## src/sv/isr_pkg.sv

```systemverilog
// shared constants for the integer square root core
// no dependencies; used by isr_stage and integer_square_root_core
package isr_pkg;

  // port widths of the radicand and root fields
  localparam int RAD_W  = 64;
  localparam int ROOT_W = 32;

  // default radicand width and the matching number of bit pairs
  localparam int WIDTH_DEF = 64;
  localparam int PAIRS_DEF = (WIDTH_DEF + 1) / 2;

endpackage

```

## src/sv/integer_square_root_core.sv

```systemverilog
// top level of the pipelined integer square root core
// depends on isr_pkg and isr_stage
//
// Returns floor(sqrt(radicand)) for an unsigned radicand, of which only the low
// WIDTH bits count (an odd WIDTH is padded with a zero bit at the top). A
// radicand transfers at every rising edge with start high and busy low; busy
// is always low, so a new radicand can be given in every cycle. The core is a
// pipeline of (WIDTH+1)/2 register stages, one per root bit, each holding a
// single trial subtract of about WIDTH/2+2 bits. The root of a radicand
// appears on out_root with out_valid high for exactly one cycle once it has
// passed through every stage register in turn, in the order the radicands
// came in. There is no hold-off from the receiver: each result must be taken
// in the cycle it is shown.
module integer_square_root_core #(
  parameter int WIDTH = isr_pkg::WIDTH_DEF
) (
  input  logic                       clk,
  input  logic                       rst_n,
  input  logic                       start,
  output logic                       busy,
  input  logic [isr_pkg::RAD_W-1:0]  in_radicand,
  output logic                       out_valid,
  output logic [isr_pkg::ROOT_W-1:0] out_root
);

  localparam int PAIRS  = (WIDTH + 1) / 2;
  localparam int REM_W  = PAIRS + 2;
  localparam int RAD_PW = 2 * PAIRS;

  // per-stage buses; index 0 is the pipeline entry, index PAIRS the output
  logic              vld_s  [0:PAIRS];
  logic [REM_W-1:0]  rem_s  [0:PAIRS];
  logic [PAIRS-1:0]  root_s [0:PAIRS];
  logic [RAD_PW-1:0] rad_s  [0:PAIRS];

  // pipeline never stalls, so the core is always ready
  assign busy = 1'b0;

  // entry: masked radicand, zero-padded to a whole number of pairs
  assign vld_s[0]  = start & ~busy;
  assign rem_s[0]  = '0;
  assign root_s[0] = '0;
  assign rad_s[0]  = RAD_PW'(in_radicand[WIDTH-1:0]);

  // one stage per root bit, top pair first
  for (genvar g = 0; g < PAIRS; g++) begin : g_stage
    isr_stage #(
      .PAIRS (PAIRS)
    ) u_stage (
      .clk       (clk),
      .rst_n     (rst_n),
      .in_valid  (vld_s[g]),
      .in_rem    (rem_s[g]),
      .in_root   (root_s[g]),
      .in_rad    (rad_s[g]),
      .out_valid (vld_s[g+1]),
      .out_rem   (rem_s[g+1]),
      .out_root  (root_s[g+1]),
      .out_rad   (rad_s[g+1])
    );
  end

  // result: root widened to the port, strobe straight from the last valid bit
  assign out_valid = vld_s[PAIRS];
  assign out_root  = isr_pkg::ROOT_W'(root_s[PAIRS]);

  // a result only ever comes from a transfer exactly the pipeline depth earlier
  a_latency : assert property (@(posedge clk) disable iff (!rst_n)
    out_valid |-> $past(start && !busy, PAIRS))
    else $error("result strobe without a matching transfer");

  // root squared never exceeds the radicand it came from
  a_root_low : assert property (@(posedge clk) disable iff (!rst_n)
    out_valid |-> (66'(out_root) * 66'(out_root)
                   <= 66'($past(in_radicand[WIDTH-1:0], PAIRS))))
    else $error("root too large");

  // the next integer up squares past the radicand
  a_root_high : assert property (@(posedge clk) disable iff (!rst_n)
    out_valid |-> ((66'(out_root) + 66'd1) * (66'(out_root) + 66'd1)
                   > 66'($past(in_radicand[WIDTH-1:0], PAIRS))))
    else $error("root too small");

endmodule

```

## src/sv/isr_stage.sv

```systemverilog
// one restoring square root step: shift in a bit pair, trial subtract, register
// depends on isr_pkg for the default pair count
module isr_stage #(
  parameter int PAIRS = isr_pkg::PAIRS_DEF
) (
  input  logic                 clk,
  input  logic                 rst_n,
  input  logic                 in_valid,
  input  logic [PAIRS+1:0]     in_rem,
  input  logic [PAIRS-1:0]     in_root,
  input  logic [2*PAIRS-1:0]   in_rad,
  output logic                 out_valid,
  output logic [PAIRS+1:0]     out_rem,
  output logic [PAIRS-1:0]     out_root,
  output logic [2*PAIRS-1:0]   out_rad
);

  localparam int REM_W = PAIRS + 2;
  localparam int RAD_PW = 2 * PAIRS;

  logic                valid_r;
  logic [REM_W-1:0]    rem_r, rem_nxt;
  logic [PAIRS-1:0]    root_r, root_nxt;
  logic [RAD_PW-1:0]   rad_r, rad_nxt;

  logic [REM_W-1:0]    rem_sh;
  logic [REM_W-1:0]    trial;
  logic [REM_W:0]      diff;
  logic                fits;
  logic [PAIRS:0]      root_ext;
  logic [RAD_PW+1:0]   rad_ext;

  always_comb begin
    // remainder stays below 2^PAIRS between steps, so the top two bits drop safely
    rem_sh   = {in_rem[REM_W-3:0], in_rad[RAD_PW-1 -: 2]};
    trial    = {in_root, 2'b01};
    diff     = {1'b0, rem_sh} - {1'b0, trial};
    fits     = ~diff[REM_W];
    rem_nxt  = fits ? diff[REM_W-1:0] : rem_sh;
    root_ext = {in_root, fits};
    root_nxt = root_ext[PAIRS-1:0];
    rad_ext  = {in_rad, 2'b00};
    rad_nxt  = rad_ext[RAD_PW-1:0];
  end

  always_ff @(posedge clk) begin
    if (!rst_n) begin
      valid_r <= 1'b0;
    end else begin
      valid_r <= in_valid;
    end
  end

  always_ff @(posedge clk) begin
    rem_r  <= rem_nxt;
    root_r <= root_nxt;
    rad_r  <= rad_nxt;
  end

  assign out_valid = valid_r;
  assign out_rem   = rem_r;
  assign out_root  = root_r;
  assign out_rad   = rad_r;

endmodule
```

## config.mk

```make
export PLATFORM = sky130hd
export DESIGN_NAME = integer_square_root_core
export DESIGN_NICKNAME = d
export VERILOG_FILES = /design/src/sv/isr_pkg.sv /design/src/sv/integer_square_root_core.sv /design/src/sv/isr_stage.sv
export SDC_FILE = /design/constraint.sdc
export NUM_CORES = 2
export LEC_CHECK = 0
export BUFFER_PORTS_ARGS = -buffer_cell sky130_fd_sc_hd__buf_2
export CAP_MARGIN = 20
export CORE_UTILIZATION = 47
export DETAILED_ROUTE_END_ITERATION = 10
export PLACE_DENSITY = 0.62
export SETUP_SLACK_MARGIN = 0.02
export SLEW_MARGIN = 10
export SYNTH_ARGS = -nofsm -noshare
export SYNTH_HDL_FRONTEND = slang
export SYNTH_SLANG_ARGS = --single-unit
```

## constraint.sdc

```tcl
create_clock -name clk -period 4 [get_ports clk]
set_input_delay 0.2 -clock clk [delete_from_list [all_inputs] [get_ports clk]]
set_output_delay 0.2 -clock clk [all_outputs]
set_load 0.005 [all_outputs]
```

==> metrics.txt <==
Worst-Margin Slew=0.984 ns; CTS tree=built; Post-synth EDFFs=0; number of global-route vias before repair=58500; Yosys reg bits=2501; Setup WS post-layout=0.245 ns; failing checks=design-rule violations; Fillers=16400; Overflow after GRT=0; Max Slew Vio Count=0; initial core utilization=0.474; post-CTS setup buffer count=0; first-pass GRT wire length=282 mm; Bufs on Longest Clock Path=3; setup violators final=0; Worst EP arrival=4.48 ns; total track usage=0.176; Rel. slew slack=0.344; Worst Path Class, Setup=flip-flop to flip-flop; register area=50100 µm²; crit path max fanout=31; DP Wirelength=127 mm; status=finished, violations left; area leader, netlist=dfxtp_1; async set-reset flop share out of synthesis=0; Wirelength per Cell=14.5 µm; die area=191000 µm²; Lkg Pwr=48.5 nW; gpl congestion=0.864; placed instance count=11100; antenna violations before repair=2; crit end category=flip-flop; crit path launch=g_stage[29].u_stage.out_root[0]$_DFF_P_; post-place setup slack=0.0514 ns; row cnt=159; Fin. Hold Viols=0; Inserted Clock Buffers=239; Nets=9625; setup TNS=0 ns; via/cell ratio=5.00; R2R setup slack=0.24 ns; r2r worst-path depth=12; Synth warnings=0; fmax=266 MHz; combined area of the multi-input logic cells=35900 µm²; Core Box Area=188000 µm²; Hold Path Depth=3; DRT iter0 DRCs=2791; HP Class=input port to flip-flop; RSZ-0062 raised after global routing=no; Layout area overhead=15.4%; Syn Inst Count=8641; Finished Layout Cells=11700; IO buf count=99; commonest non-fill, non-tap cell in the layout=dfxtp_1; count of cell types in the netlist=85; root buffer cell=clkbuf_16; clk_lat worst skew=0.87 ns; reg-to-reg critical path startpoint=g_stage[29].u_stage.out_root[0]$_DFF_P_; Period minus WS final=3.76 ns; largest net degree at the start of global routing=54; Synth top area share=0.562; vias=58600; commonest cells after routing, fill and taps aside=2500 x dfxtp_1, 699 x inv_1, 570 x nor2_1, 555 x a21oi_1, 546 x nand2_1; type of element launching the critical path=flip-flop; drt pass-1 iters=8; Synth area leaders=dfxtp_1 56%, ha_1 7.5%, xor2_1 3.8%, xnor2_1 3.8%, a21oi_1 3.1%; Tot Pwr=66.1 mW; pwr dens=643 nW/µm²; worst clock skew=0.0410 ns; ys flop type=dfxtp_1; CTS H-Tree Depth=4; design area=103000 µm²; drc violations=4; die width=437 µm; reg2reg end=g_stage[30].u_stage.out_rem[8]$_DFF_P_; worst vdd ir=0.000433 V; sequential area share after synthesis=0.562; Critical Path End=g_stage[30].u_stage.out_rem[8]$_DFF_P_; Placement Cell Area=92800 µm²; clock transition at the registers of the reported paths=0.06 ns; Mapped Area=89100 µm²; io pins=101; Die Span Y=437 µm; Tcrit/Tclk final=0.939; syn avg cell area=10.3 µm²; # Max-Cap Violations=0; Worst EP required=4.73 ns; fraction of layout cells with a size suffix above 1=0.0798; total number of clock tree sinks=2501; final wirelength=170 mm; antenna-violating nets left=0
[cell usage after synthesis, types with 44 or more instances]
cell type / instances
nor4_1: 83
or4_1: 44
or3_1: 103
nand2b_1: 117
a31oi_1: 50
nor2b_1: 89
nor3_1: 187
ha_1: 531
nand2_1: 546
nand3_1: 93
nand4_1: 51
clkbuf_1: 127
a21oi_1: 556
dfxtp_1: 2501
a21o_1: 202
o21bai_1: 51
inv_1: 699
xor2_1: 389
mux2_2: 90
xnor2_1: 388
nor2_1: 571
o21a_1: 116
o31ai_1: 57
o21ai_0: 449
and2_1: 65
[state kept, by name, summed over array words and instances, names as in the netlist]
signal and cells:
g_stage.u_stage.out_rad 992, g_stage.u_stage.out_root 528, g_stage.u_stage.out_valid 32, g_stage.u_stage.out_rem 949
[routing by layer]
layer  wire [µm]  GRT usage  up-vias
met4        5900     0.0695        0
met5           0          0        -
met3        5710     0.0272      384
li1            -          -    30100
met2       83100      0.313      951
met1       74900      0.211    27100
[worst min path at each step]
stage	endpoint	slack (ns)	from
3_3_place_gp	g_stage[0].u_stage.out_rad[57]$_DFF_P_	0.30	in_radicand[55]
6_report	g_stage[0].u_stage.out_rem[1]$_DFF_P_	0.10	in_radicand[62]
5_1_grt	g_stage[0].u_stage.out_rem[1]$_DFF_P_	0.08	in_radicand[62]
4_1_cts	g_stage[0].u_stage.out_rem[1]$_DFF_P_	0.01	in_radicand[62]
3_5_place_dp	g_stage[0].u_stage.out_rad[56]$_DFF_P_	0.30	in_radicand[54]
2_1_floorplan	g_stage[0].u_stage.out_rad[10]$_DFF_P_	0.23	in_radicand[8]
[what timing repair did]
action | in CTS | in global routing
endpoints found under the hold margin | 97 | 0
hold buffers | 132 | 0
resized for setup | 1 | 5
gates cloned | 0 | 0
endpoints found under the setup margin | 5 | 51
[power by group]
part           switching [mW]  internal [mW]  total, mW
Combinational            5.57           4.93       10.5
Clock                    9.51           14.3       23.8
Sequential               2.85           28.9       31.8
Total                    17.9           48.2       66.1
[logic make-up (layout without fill, tap and decap cells)]
| group | count (synthesis) | after routing | synth area share |
|---|---|---|---|
| xor+xnor | 777 | 777 | 0.0764 |
| flops | 2501 | 2501 | 0.562 |
| compound gates | 1751 | 1751 | 0.121 |
| buf+inv | 856 | 1447 | 0.0363 |
| simple gates | 2114 | 2114 | 0.116 |
| mux | 110 | 110 | 0.0136 |
| fa+ha+maj | 531 | 531 | 0.0745 |
| other cells | 1 | 3 | 0.0000421 |
[area by class of cell]
type | count | share of cell area
repair buffers | 297 | 0.0233
flip-flops and latches | 2501 | 0.487
well taps | 2495 | 0.0304
clock inverters | 117 | 0.0175
multi-input cells | 5285 | 0.349
clock buffers | 330 | 0.0671
inverters | 703 | 0.0257
diodes | 1 | 0.0000243
[metrics by stage]
step	util	hold WS, ns
final	0.547	0.104
after global routing	0.547	0.0840
after CTS	0.547	0.0122
after detailed placement	0.494	0.304
after global placement	0.494	0.303
after floorplan	-	0.228
[critical path, cell delays in order, from the launching register on]
cell	delay, ns
dfxtp_2	0.39
inv_1	0.06
ha_1	0.33
nor2b_1	0.16
o31a_1	0.27
o311a_1	0.38
a311o_1	0.40
a21o_1	0.25
a31oi_1	0.16
o21ai_0	0.17
a2111oi_4	0.45
buf_12	0.23
mux2_2	0.35
(Power assumes the default switching activity.)
